==> config.mk <==
export PLATFORM = sky130hd
export DESIGN_NAME = tsch_cell
export DESIGN_NICKNAME = d
export VERILOG_FILES = /design/src/hdl/tsch_pkg.sv /design/src/hdl/tsch_cell.sv
export SDC_FILE = /design/constraint.sdc
export NUM_CORES = 1
export LEC_CHECK = 0
export ABC_AREA = 1
export BUFFER_PORTS_ARGS = -buffer_cell sky130_fd_sc_hd__buf_2
export CAP_MARGIN = 20
export CORE_AREA = 8 8 274 276
export DETAILED_ROUTE_END_ITERATION = 6
export DIE_AREA = 0 0 282 284
export SLEW_MARGIN = 20
export SYNTH_ARGS = -nofsm -noshare
export SYNTH_HDL_FRONTEND = slang
export SYNTH_SLANG_ARGS = --single-unit
==> constraint.sdc <==
create_clock -name clk -period 2.7 [get_ports clk]
set_input_delay 0.405 -clock clk [delete_from_list [all_inputs] [get_ports clk]]
set_output_delay 0.405 -clock clk [all_outputs]
set_load 0.05 [all_outputs]
==> src/hdl/tsch_pkg.sv <==
`timescale 1ns / 1ps
package tsch_pkg;

    typedef enum logic [2:0] {
        OP_TICK     = 3'd0,
        OP_SCHED_AT = 3'd1,
        OP_SCHED_IN = 3'd2,
        OP_SCHED_PD = 3'd3,
        OP_CANCEL   = 3'd4,
        OP_PAUSE    = 3'd5
    } op_t;

    localparam logic [1:0] KIND_SCHED  = 2'd0;
    localparam logic [1:0] KIND_CANCEL = 2'd1;
    localparam logic [1:0] KIND_FIRED  = 2'd2;

    typedef enum logic [1:0] {
        ST_IDLE,
        ST_SCAN,
        ST_FLUSH
    } state_t;

    typedef enum logic [1:0] {
        CMD_NONE,
        CMD_LOAD,
        CMD_RESCHED,
        CMD_DROP
    } cmd_kind_t;

    typedef struct packed {
        cmd_kind_t   kind;
        logic [63:0] deadline;
        logic [63:0] period;
        logic        repeats;
        logic [31:0] handle;
        logic [63:0] order;
        logic [31:0] fires;
    } cell_cmd_t;

    typedef struct packed {
        logic        valid;
        logic [63:0] deadline;
        logic [63:0] order;
    } cand_t;

    typedef struct packed {
        logic        valid;
        logic        repeats;
        logic [31:0] handle;
        logic [31:0] fires;
        logic [63:0] period;
    } cell_stat_t;

    typedef struct packed {
        logic [1:0]  kind;
        logic [31:0] handle;
        logic [63:0] deadline;
        logic [63:0] fired;
        logic [63:0] late;
        logic [31:0] count;
        logic        found;
        logic        last;
    } result_t;

    function automatic logic [63:0] sat_add(input logic [63:0] a, input logic [63:0] b);
        logic [64:0] s;
        s = {1'b0, a} + {1'b0, b};
        sat_add = s[64] ? {64{1'b1}} : s[63:0];
    endfunction

endpackage

==> src/hdl/tsch_cell.sv <==
`timescale 1ns / 1ps
module tsch_cell
    import tsch_pkg::*;
#(
    parameter int IW  = 4,
    parameter int IDX = 0
)
(
    input  logic            clk,
    input  logic            rst_n,
    input  logic            sel,
    input  cell_cmd_t       cmd,
    input  logic [63:0]     now,
    input  cand_t           cand_in,
    input  logic [IW-1:0]   idx_in,
    output cand_t           cand_out,
    output logic [IW-1:0]   idx_out,
    output cell_stat_t      stat
);

    logic        valid_reg;
    logic [63:0] deadline_reg;
    logic [63:0] period_reg;
    logic        repeats_reg;
    logic [31:0] handle_reg;
    logic [63:0] order_reg;
    logic [31:0] fires_reg;
    logic        cand_valid_reg;
    logic [63:0] cand_deadline_reg;
    logic [63:0] cand_order_reg;
    logic [IW-1:0] idx_reg;
    logic        due;
    logic        better;

    assign due    = valid_reg && (deadline_reg <= now);
    assign better = due && (!cand_in.valid || (deadline_reg < cand_in.deadline) ||
                    ((deadline_reg == cand_in.deadline) && (order_reg < cand_in.order)));

    always_ff @(posedge clk or negedge rst_n)
    begin
        if (!rst_n)
        begin
            valid_reg      <= 1'b0;
            cand_valid_reg <= 1'b0;
        end
        else
        begin
            if (sel)
            begin
                case (cmd.kind)
                    CMD_LOAD:    valid_reg <= 1'b1;
                    CMD_DROP:    valid_reg <= 1'b0;
                    default:     valid_reg <= valid_reg;
                endcase
            end
            cand_valid_reg <= better ? 1'b1 : cand_in.valid;
        end
    end

    always_ff @(posedge clk)
    begin
        if (sel)
        begin
            case (cmd.kind)
                CMD_LOAD:
                begin
                    deadline_reg <= cmd.deadline;
                    period_reg   <= cmd.period;
                    repeats_reg  <= cmd.repeats;
                    handle_reg   <= cmd.handle;
                    order_reg    <= cmd.order;
                    fires_reg    <= cmd.fires;
                end
                CMD_RESCHED:
                begin
                    deadline_reg <= cmd.deadline;
                    order_reg    <= cmd.order;
                    fires_reg    <= cmd.fires;
                end
                default:
                begin
                end
            endcase
        end
        cand_deadline_reg <= better ? deadline_reg : cand_in.deadline;
        cand_order_reg    <= better ? order_reg : cand_in.order;
        idx_reg           <= better ? IW'(IDX) : idx_in;
    end

    assign cand_out.valid    = cand_valid_reg;
    assign cand_out.deadline = cand_deadline_reg;
    assign cand_out.order    = cand_order_reg;
    assign idx_out      = idx_reg;
    assign stat.valid   = valid_reg;
    assign stat.repeats = repeats_reg;
    assign stat.handle  = handle_reg;
    assign stat.fires   = fires_reg;
    assign stat.period  = period_reg;

endmodule
== Yosys cells after proc, flatten, opt, wreduce, memory -nomap -nowiden ==
Cells that the tools add are included.

* Output and inout port bits: 263
* Register bits: 391
* Input port bits: 459
* Logic and storage cells: 33

* Reductions and logical operators: 11
* Muxes and demuxes: 4
* Equal/unequal tests: 4
* $lt $le $gt $ge: 3

{| class="wikitable"
|+ Operators by type and width
! kind !! count
|-
| 64-bit less-than comparator || 2
|-
| 64-bit 2-to-1 mux || 2
|-
| 64-bit equality test || 1
|-
| 64-bit <= comparator || 1
|-
| 2-bit AND reduction || 3
|-
| 2-bit equality test, second input constant || 2
|-
| 1-bit logical AND || 3
|-
| 2-bit by 1-bit equality test with 1-bit output, second input constant || 1
|-
| 1-bit logical OR || 2
|-
| 1-bit one-hot mux with 2 select lines || 1
|-
| 2-bit nonzero test || 1
|-
| 2-bit OR reduction || 1
|-
| 1-bit logical NOT || 1
|-
| 1-bit 2-to-1 mux || 1
|}

== Logic depth before layout (Yosys ltp) ==
Gate-level depths: netlist of run 1.

* Depth in word-level cells: 5
* Depth in mapped cells: 21
* Gate-level depth less buffers: 19

== Least setup slack after synthesis of run 1 ==
Ideal clock, no wire load.

* Path kind: input port to flip-flop
* Start point: input port cmd[258] in the netlist's numbering
* End point: register deadline_reg[0], enable pin
* Stages: 3
* Arrival time: 7,346 ps
* Path buffers: 0
* Data required time: 2,014 ps
* Setup time: 686 ps
* Setup slack: -5,332 ps
* Cell sequence: inv_1 -> ha_1 -> nor2_1

* Word-level cells in the longest chain between the ends: 3
* Elaborated cells on any way between the ends: 4
* Classes of those cells: eq/ne (2); reduce/logical (2)

{| class="wikitable"
|+ Ends and longest elaborated chain
! item !! RTL line !! RTL
|-
| from (decl) || tsch_cell.sv:12 || <nowiki>input cell_cmd_t cmd,</nowiki>
|-
| 2-bit equality test or 2-bit by 1-bit equality test with 1-bit output (tied branches) || tsch_cell.sv:64 || <nowiki>case (cmd.kind)</nowiki>
|-
| 2-bit OR reduction (no line) (*) || -- ||
|-
| 2-bit AND reduction (no line) (*) || -- ||
|-
| to (signal assigned) || tsch_cell.sv:67 || <nowiki>deadline_reg <= cmd.deadline;</nowiki>
|-
| to (signal assigned) || tsch_cell.sv:76 || <nowiki>deadline_reg <= cmd.deadline;</nowiki>
|-
| to (decl) || tsch_cell.sv:22 || <nowiki>logic [63:0] deadline_reg;</nowiki>
|}

Every way passes the cells marked *; elsewhere a longest branch is shown, timed or not.
A chain may end at the register's enable or synchronous reset.

== Worst setup path after layout of run 1 ==
* Start point: register deadline_reg[47]
* End point: register cand_order_reg[63]

* Word-level cells in the longest chain between the ends: 5
* Elaborated cells on any way between the ends: 9
* Classes of those cells: order compare (2); eq/ne (1); mux (1); reduce/logical (5)

{| class="wikitable"
|+ Ends and longest elaborated chain
! item !! RTL line !! RTL
|-
| 64-bit less-than comparator or 64-bit equality test (tied branches) || tsch_cell.sv:36, tsch_cell.sv:37 ||
|-
| 1-bit logical OR or 1-bit logical AND (tied branches) || tsch_cell.sv:36, tsch_cell.sv:37 ||
|-
| 1-bit logical OR || tsch_cell.sv:36 || <nowiki>assign better = due && (!cand_in.valid || (deadline_reg < cand_in.deadline) ||</nowiki>
|-
| 1-bit logical AND (*) || tsch_cell.sv:36 ||
|-
| 64-bit 2-to-1 mux (*) || tsch_cell.sv:86 || <nowiki>cand_order_reg <= better ? order_reg : cand_in.order;</nowiki>
|-
| to (signal assigned) || tsch_cell.sv:86 ||
|-
| to (decl) || tsch_cell.sv:30 || <nowiki>logic [63:0] cand_order_reg;</nowiki>
|}

Marks and branches as above.

==> impl_metrics.csv, run 1 <==
group,metric,value,unit
cells_and_area,final_nets,3487,
setup_path,path_class,"reg -> reg",
floorplan,initial_core_util,24.60,%
setup_path,r2r_end,"cand_order_reg[63]",
synth,synth_edf_count,257,
setup_path,crit_chain,"buf_4, ha_1, nand4_1, nor2_4, nand3_2, nor2_4, nand4_1, a21oi_4, buf_12, nand2_8, buf_6, buf_12, buf_16, nand2_2, nand2_2",
placement,dp_hpwl,53.45,mm
synth,ys_ff_latch,391,
global_route,antenna_found_initial,18,
floorplan,dieArea,0.08009,mm²
setup_path,crit_family,"simple AND/OR/NAND/NOR gates",
setup_path,critPathBufInv,5,
route,vias_per_cell,4.256,
clock_network,cts_tree,"yes",
setup_path,reg2regPathDepth,15,
clock_network,cts.sinks,391,
job,cap_violations,0,
sta,rsz0062_at_grt,"yes",
synth,synth-seq-area-share,59.81,%
route,dr.pass1.iters,5,
clock_network,root_buffer,"clkbuf_16",
placement,gp_congestion,0.8593,
floorplan,ioPinCount,722,
synth,synth_top_area_share,44.34,%
route,drtIter0Drc,827,
synth,synthesis.area,0.01741,mm²
synth,syn-num-nets,2304,
power_and_ir_drop,p_int,0.01304,W
cells_and_area,layout-drive-gt1-share,37.43,%
synth,synth_cell_types,25,
global_route,grt_use_total,17.53,%
setup_path,r2r_slack,-0.05,ns
sta,finalCritPeriodShare,101.8,%
cells_and_area,area_delta_synth_final,68.37,%
floorplan,die_w,282,µm
sta,fin_skew,0.02841,ns
route,wl_per_cell,19.83,µm
route,vias,16310,
clock_network,htree_levels,2,
setup_path,worstPathRequired,3.16,ns
synth,synth_cells,1652,
placement,dp.cells,3380,
setup_path,path_depth,15,
clock_network,clk_pin_slew_worst_paths,0.06,ns
synth,synth_area_leaders,"edfxtp_1 44%, dfxtp_1 15%, ha_1 14%, nand2_1 9.3%, inv_1 4.9%",
setup_path,cp.arrival,3.21,ns
sta,fmax,363.9,MHz
setup_path,endpoint_kind,"register",
cells_and_area,filler_cell_count,6640,
power_and_ir_drop,switching_power,0.006595,W
min_path,hp-class,"in -> reg",
synth,syn_avg_cell_area,10.54,µm²
setup_path,max_stage_delay,0.44,ns
run_status,failed_checks,"setup timing",
floorplan,rows,98,
global_route,grt_max_degree,66,
setup_path,r2r_start,"deadline_reg[47]",
power_and_ir_drop,powerDensity,669.9,mW/mm²
cells_and_area,final_cells,3833,
synth,yosys.area.top_type,"edfxtp_1",
power_and_ir_drop,pwr-share-clk,32.6,%
sta,report.final.setup_viol,67,
setup_path,endpoint,"cand_order_reg[63]",
synth,synthFlopType,"edfxtp_1",
clock_network,insertion_delay,0.59,ns
power_and_ir_drop,power_frac_comb,29.8,%
sta,layout_setup_ws,-0.04835,ns
route,drc,0,
clock_network,cts_buffer_depth,3,
cells_and_area,fin_util,41.42,%
sta,tns,-1.271,ns
placement,port_buffers,721,
global_route,grt-ovfl-total,0,
synth,async_reset_ff_share,0.5115,%
floorplan,coreArea,0.07075,mm²
route,routed_wl,76.00,mm
setup_path,crit_slowest_cell,"edfxtp_1",
power_and_ir_drop,p_leak,14.26,nW
sta,max_slew_margin,66.22,%
floorplan,die_h,284,µm
setup_path,crit_path_start_kind,"register",
run_status,outcome,"complete, but fails checks",
setup_path,cp_max_fo,6,
sta,tightest_slew,0.5068,ns
clock_network,cts_made_buffers,45,
power_and_ir_drop,seqPwrFrac,37.6,%
sta,fin_crit,2.748,ns
setup_path,crit_start,"deadline_reg[47]",
synth,ys_warn_count,0,
global_route,grt_pass1_wl,106.5,mm
sta,drv_slew,0,
sta,finalHoldViolCount,0,
global_route,grt_pass1_vias,17120,
power_and_ir_drop,ir_drop,0.0005460,V
power_and_ir_drop,fin_total_pwr,0.01963,W
route,antenna_left,0,
power_and_ir_drop,swShare,33.60,%
-- area by class of cell --
type,count,area [µm²],share of cell area (%)
flip-flops and latches,391,10410,35.52
multi-input cells,987,6521,22.25
well taps,950,1189,4.056
inverters,229,865.8,2.954
clock inverters,22,296.5,1.012
repair buffers,1181,8756,29.88
diodes,11,27.53,0.09393
clock buffers,62,1240,4.231
-- metrics by stage --
step | worst slack [ns] | cell area, µm² | hold WS (ns)
6_report | -0.04835 | 29310 | 0.03319
5_1_grt | -0.2578 | 29300 | -0.0001837
4_1_cts | -0.2160 | 28710 | 0.0002966
3_5_place_dp | -1.128 | 22930 | 0.1956
3_3_place_gp | -1.094 | 22930 | 0.1996
2_1_floorplan | -0.7028 | 17430 | 0.1094
-- layer usage --
layer | vias to the layer above | routed length, µm | track usage [%]
met5 | - | 69 | 0
met4 | 10 | 2692 | 5.968
met3 | 152 | 5973 | 4.562
met2 | 683 | 38440 | 31.75
met1 | 7543 | 28830 | 19.65
li1 | 7924 | - | -
-- worst reg2reg max path, delay by kind of cell, from the launching register on --
| family | cells | cell delay, ns |
|---|---|---|
| and+or+nand+nor | 8 | 0.96 |
| buffers and inverters | 5 | 0.73 |
| DFF | 1 | 0.44 |
| adders and majority gates | 1 | 0.30 |
| AOI/OAI and AO/OA | 1 | 0.20 |
-- repair_timing --
item | 4_1_cts | 5_1_grt
resized for setup | 81 | 134
hold buffers | 306 | 1
cloned | 20 | 7
endpoints found under the setup margin | 133 | 133
setup buffers | 25 | 7
pin swaps | 22 | 32
hold endpoints to repair | 307 | 1
-- cell usage in the layout, fill, tap and decap left out, types with 3 or more instances in the layout --
| cell | instances |
|---|---|
| buf_2 | 721 |
| nand2_1 | 355 |
| dlygate4sd3_1 | 307 |
| edfxtp_1 | 257 |
| inv_1 | 226 |
| ha_1 | 188 |
| dfxtp_1 | 132 |
| nand3_1 | 119 |
| a21oi_1 | 88 |
| buf_4 | 85 |
| nor2_1 | 51 |
| clkbuf_16 | 51 |
| nand2_2 | 48 |
| nand2_4 | 29 |
| buf_12 | 29 |
| nand3_2 | 28 |
| o21ai_0 | 24 |
| buf_16 | 19 |
| clkbuf_1 | 12 |
| buf_6 | 12 |
| diode_2 | 11 |
| nand4_1 | 10 |
| clkinv_2 | 8 |
| o21a_1 | 7 |
| bufinv_16 | 6 |
| ha_4 | 5 |
| clkbuf_8 | 5 |
| nor3_1 | 4 |
| nor2_4 | 4 |
| a21o_1 | 3 |
-- cells in the mapped netlist (2+ instances only) --
| master | number |
|---|---|
| a21boi_0 | 4 |
| a21o_1 | 3 |
| a21oi_1 | 91 |
| and2_1 | 2 |
| buf_2 | 17 |
| buf_4 | 5 |
| buf_6 | 12 |
| clkbuf_1 | 11 |
| dfrtp_1 | 2 |
| dfxtp_1 | 132 |
| edfxtp_1 | 257 |
| ha_1 | 193 |
| inv_1 | 229 |
| nand2_1 | 433 |
| nand3_1 | 149 |
| nand4_1 | 10 |
| nor2_1 | 57 |
| nor3_1 | 6 |
| nor4_1 | 2 |
| o21a_1 | 7 |
| o21ai_0 | 26 |
-- cells by family (layout without fill, tap and decap cells) --
kind of cell,count (synthesis),after routing,share of synthesized area (%)
compound gates,133,133,4.062
fa+ha+maj,193,193,13.87
buf+inv,274,1494,6.657
flops,391,391,59.81
other cells,0,11,0
simple gates,661,661,15.60
-- power groups by stage --
stage	clock, W	sequential (W)	combinational, W
floorplan	0	0.00904	0.00134
global placement	0	0.00748	0.00460
detailed placement	0	0.00748	0.00463
CTS	0.00659	0.00737	0.00566
global route	0.00681	0.00743	0.00626
finish	0.00641	0.00738	0.00585
-- worst min path at each step --
| stage | start | endpoint | slack (ns) | cells after the start |
|---|---|---|---|---|
| 2_1_floorplan | rst_n | cand_valid_reg | 0.11 | 0 |
| 3_3_place_gp | rst_n | cand_valid_reg | 0.20 | 1 |
| 5_1_grt | cand_in[47] | cand_order_reg[47] | -0.0002 | 3 |
| 3_5_place_dp | rst_n | cand_valid_reg | 0.20 | 1 |
| 6_report | cand_in[32] | cand_order_reg[32] | 0.03 | 3 |
| 4_1_cts | cmd[172] | period_reg[43] | 0.0003 | 1 |
(Power assumes the default switching activity.)
==> run 2: changes to the inputs <==
--- a/config.mk
+++ b/config.mk
@@ -6,11 +6,11 @@
 export NUM_CORES = 1
 export LEC_CHECK = 0
 export ABC_AREA = 1
-export BUFFER_PORTS_ARGS = -buffer_cell sky130_fd_sc_hd__buf_2
+export BUFFER_PORTS_ARGS = -buffer_cell sky130_fd_sc_hd__buf_4
 export CAP_MARGIN = 20
-export CORE_AREA = 8 8 274 276
+export CORE_AREA = 8 8 278 280
 export DETAILED_ROUTE_END_ITERATION = 6
-export DIE_AREA = 0 0 282 284
+export DIE_AREA = 0 0 286 288
 export SLEW_MARGIN = 20
 export SYNTH_ARGS = -nofsm -noshare
 export SYNTH_HDL_FRONTEND = slang
==> run 2 against run 1 <==
Effect of this change: the run still ends with setup timing left; critical path depth fell by 1; largest power group unchanged; utilization rose by 1.4 points; hold slack improved by 0.013 ns.
==> impl_metrics.csv, run 2 (synthesis gave the netlist of run 1 again) <==
group,metric,value,unit
setup_path,endpoint_kind,"register",
min_path,hp-start,"cand_in[95]",
setup_path,r2r_slack,-0.07,ns
global_route,grt-ovfl-total,0,
clock_network,cts_made_buffers,47,
placement,gp_congestion,0.8848,
sta,fin_skew,0.01902,ns
placement,place_area,0.02445,mm²
placement,place_ws,-0.2071,ns
power_and_ir_drop,powerDensity,651.9,mW/mm²
route,routed_wl,77.02,mm
floorplan,dieArea,0.08237,mm²
cells_and_area,final_cell_mix,"772 x buf_4, 328 x dlygate4sd3_1, 315 x nand2_1",
setup_path,crit_path_start_kind,"register",
floorplan,die_h,288,µm
placement,dp.cells,3350,
floorplan,die_w,286,µm
floorplan,initial_core_util,23.98,%
global_route,grt_pass1_wl,104.1,mm
global_route,antenna_found_initial,4,
floorplan,coreArea,0.07259,mm²
setup_path,endpoint,"cand_deadline_reg[13]",
route,vias,16220,
cells_and_area,fin_area,0.03106,mm²
sta,fin_crit,2.770,ns
clock_network,htree_levels,2,
sta,drv_slew,0,
setup_path,r2r_start,"deadline_reg[63]",
setup_path,path_class,"reg -> reg",
route,vias_per_cell,4.257,
global_route,grt_max_degree,67,
route,antenna_left,0,
cells_and_area,final_nets,3462,
setup_path,crit_start,"deadline_reg[63]",
cells_and_area,filler_cell_count,6702,
cells_and_area,final_cells,3810,
cells_and_area,fin_util,42.79,%
route,drtIter0Drc,801,
sta,fmax,361.0,MHz
route,drc,0,
power_and_ir_drop,ir_drop,0.0004734,V
clock_network,cts.sinks,391,
placement,dp_hpwl,55.48,mm
cells_and_area,final_common_cell,"buf_4",
clock_network,cts_tree,"yes",
cells_and_area,area_delta_synth_final,78.47,%
floorplan,rows,99,
setup_path,r2r_end,"cand_deadline_reg[13]",
sta,finalHoldViolCount,0,
route,dr.pass1.iters,5,
sta,finalCritPeriodShare,102.6,%
sta,tns,-3.861,ns
global_route,grt_pass1_vias,16770,
sta,tightest_slew,0.4031,ns
setup_path,cp.arrival,3.21,ns
clock_network,clk_pin_slew_worst_paths,0.06,ns
min_path,hp-class,"in -> reg",
sta,max_slew_margin,73.07,%
power_and_ir_drop,p_leak,14.66,nW
clock_network,insertion_delay,0.57,ns
job,cap_violations,0,
placement,port_buffers,721,
cells_and_area,layout-drive-gt1-share,38.59,%
clock_network,root_buffer,"clkbuf_16",
clock_network,cts_buffer_depth,3,
run_status,outcome,"complete, but fails checks",
sta,rsz0062_at_grt,"yes",
setup_path,cp_max_fo,16,
setup_path,reg2regPathDepth,14,
setup_path,worstPathRequired,3.14,ns
route,wl_per_cell,20.22,µm
global_route,grt_use_total,16.46,%
sta,layout_setup_ws,-0.06990,ns
sta,report.final.setup_viol,114,
floorplan,ioPinCount,722,
run_status,failed_checks,"setup timing",
[run 2: how the worst min path moves through the flow]
stage	endpoint	slack (ns)	cells after the start
floorplan	cand_valid_reg	0.11	0
global placement	cand_valid_reg	0.20	1
detailed placement	cand_valid_reg	0.20	1
CTS	cand_order_reg[18]	0.0001	3
global route	deadline_reg[51]	0.01	1
finish	cand_deadline_reg[31]	0.05	3
[run 2: through the flow]
| stage | hold WS (ns) | total power [W] |
|---|---|---|
| after global placement | 0.2016 | 0.01251 |
| after floorplan | 0.1094 | 0.01039 |
| after CTS | 0.0001001 | 0.01983 |
| final | 0.04619 | 0.02025 |
| after global routing | 0.01465 | 0.02109 |
| after detailed placement | 0.2017 | 0.01255 |
[run 2: report_power, final]
group          switching (W)  internal [W]
registers           0.000349       0.00708
clock network        0.00261       0.00406
logic                0.00371       0.00244
total                0.00667        0.0136
[run 2: metal layers]
| metal | vias up | track usage, % | share of wire [%] |
|---|---|---|---|
| met4 | 2 | 4.753 | 2.7 |
| met5 | - | 0 | 0.017 |
| met3 | 125 | 3.997 | 6.6 |
| li1 | 7843 | - | - |
| met2 | 573 | 29.64 | 51 |
| met1 | 7675 | 19.27 | 39 |
[run 2: repair_timing]
item                       CTS  global route
hold buffers               329             0
gates resized for setup     32           252
cloned                       2            17
setup endpoints to repair  133           133
hold endpoints to repair   330             0
pin swaps                    7            28
buffers inserted             7            16
[run 2: final cells by class]
type	count	area, µm²	share of cell area, %
well taps	959	1200	3.863
inverters	229	865.8	2.787
repair buffers	1154	10150	32.67
diodes	3	7.507	0.02417
multi-input cells	987	6810	21.92
clock inverters	17	224.0	0.7210
flip-flops and latches	391	10410	33.51
clock buffers	70	1396	4.495
[run 2: worst max-delay path, stage by stage (launching register included)]
cell and delay (ns):
edfxtp_1 0.52, ha_4 0.31, a21oi_2 0.23, o21ai_2 0.12, nor2_1 0.14, nand2_2 0.11, a21oi_2 0.14, buf_4 0.13
nand2_1 0.08, a21oi_4 0.26, nand2_8 0.11, clkbuf_16 0.20, buf_12 0.16, nand2_1 0.06, nand2_1 0.05
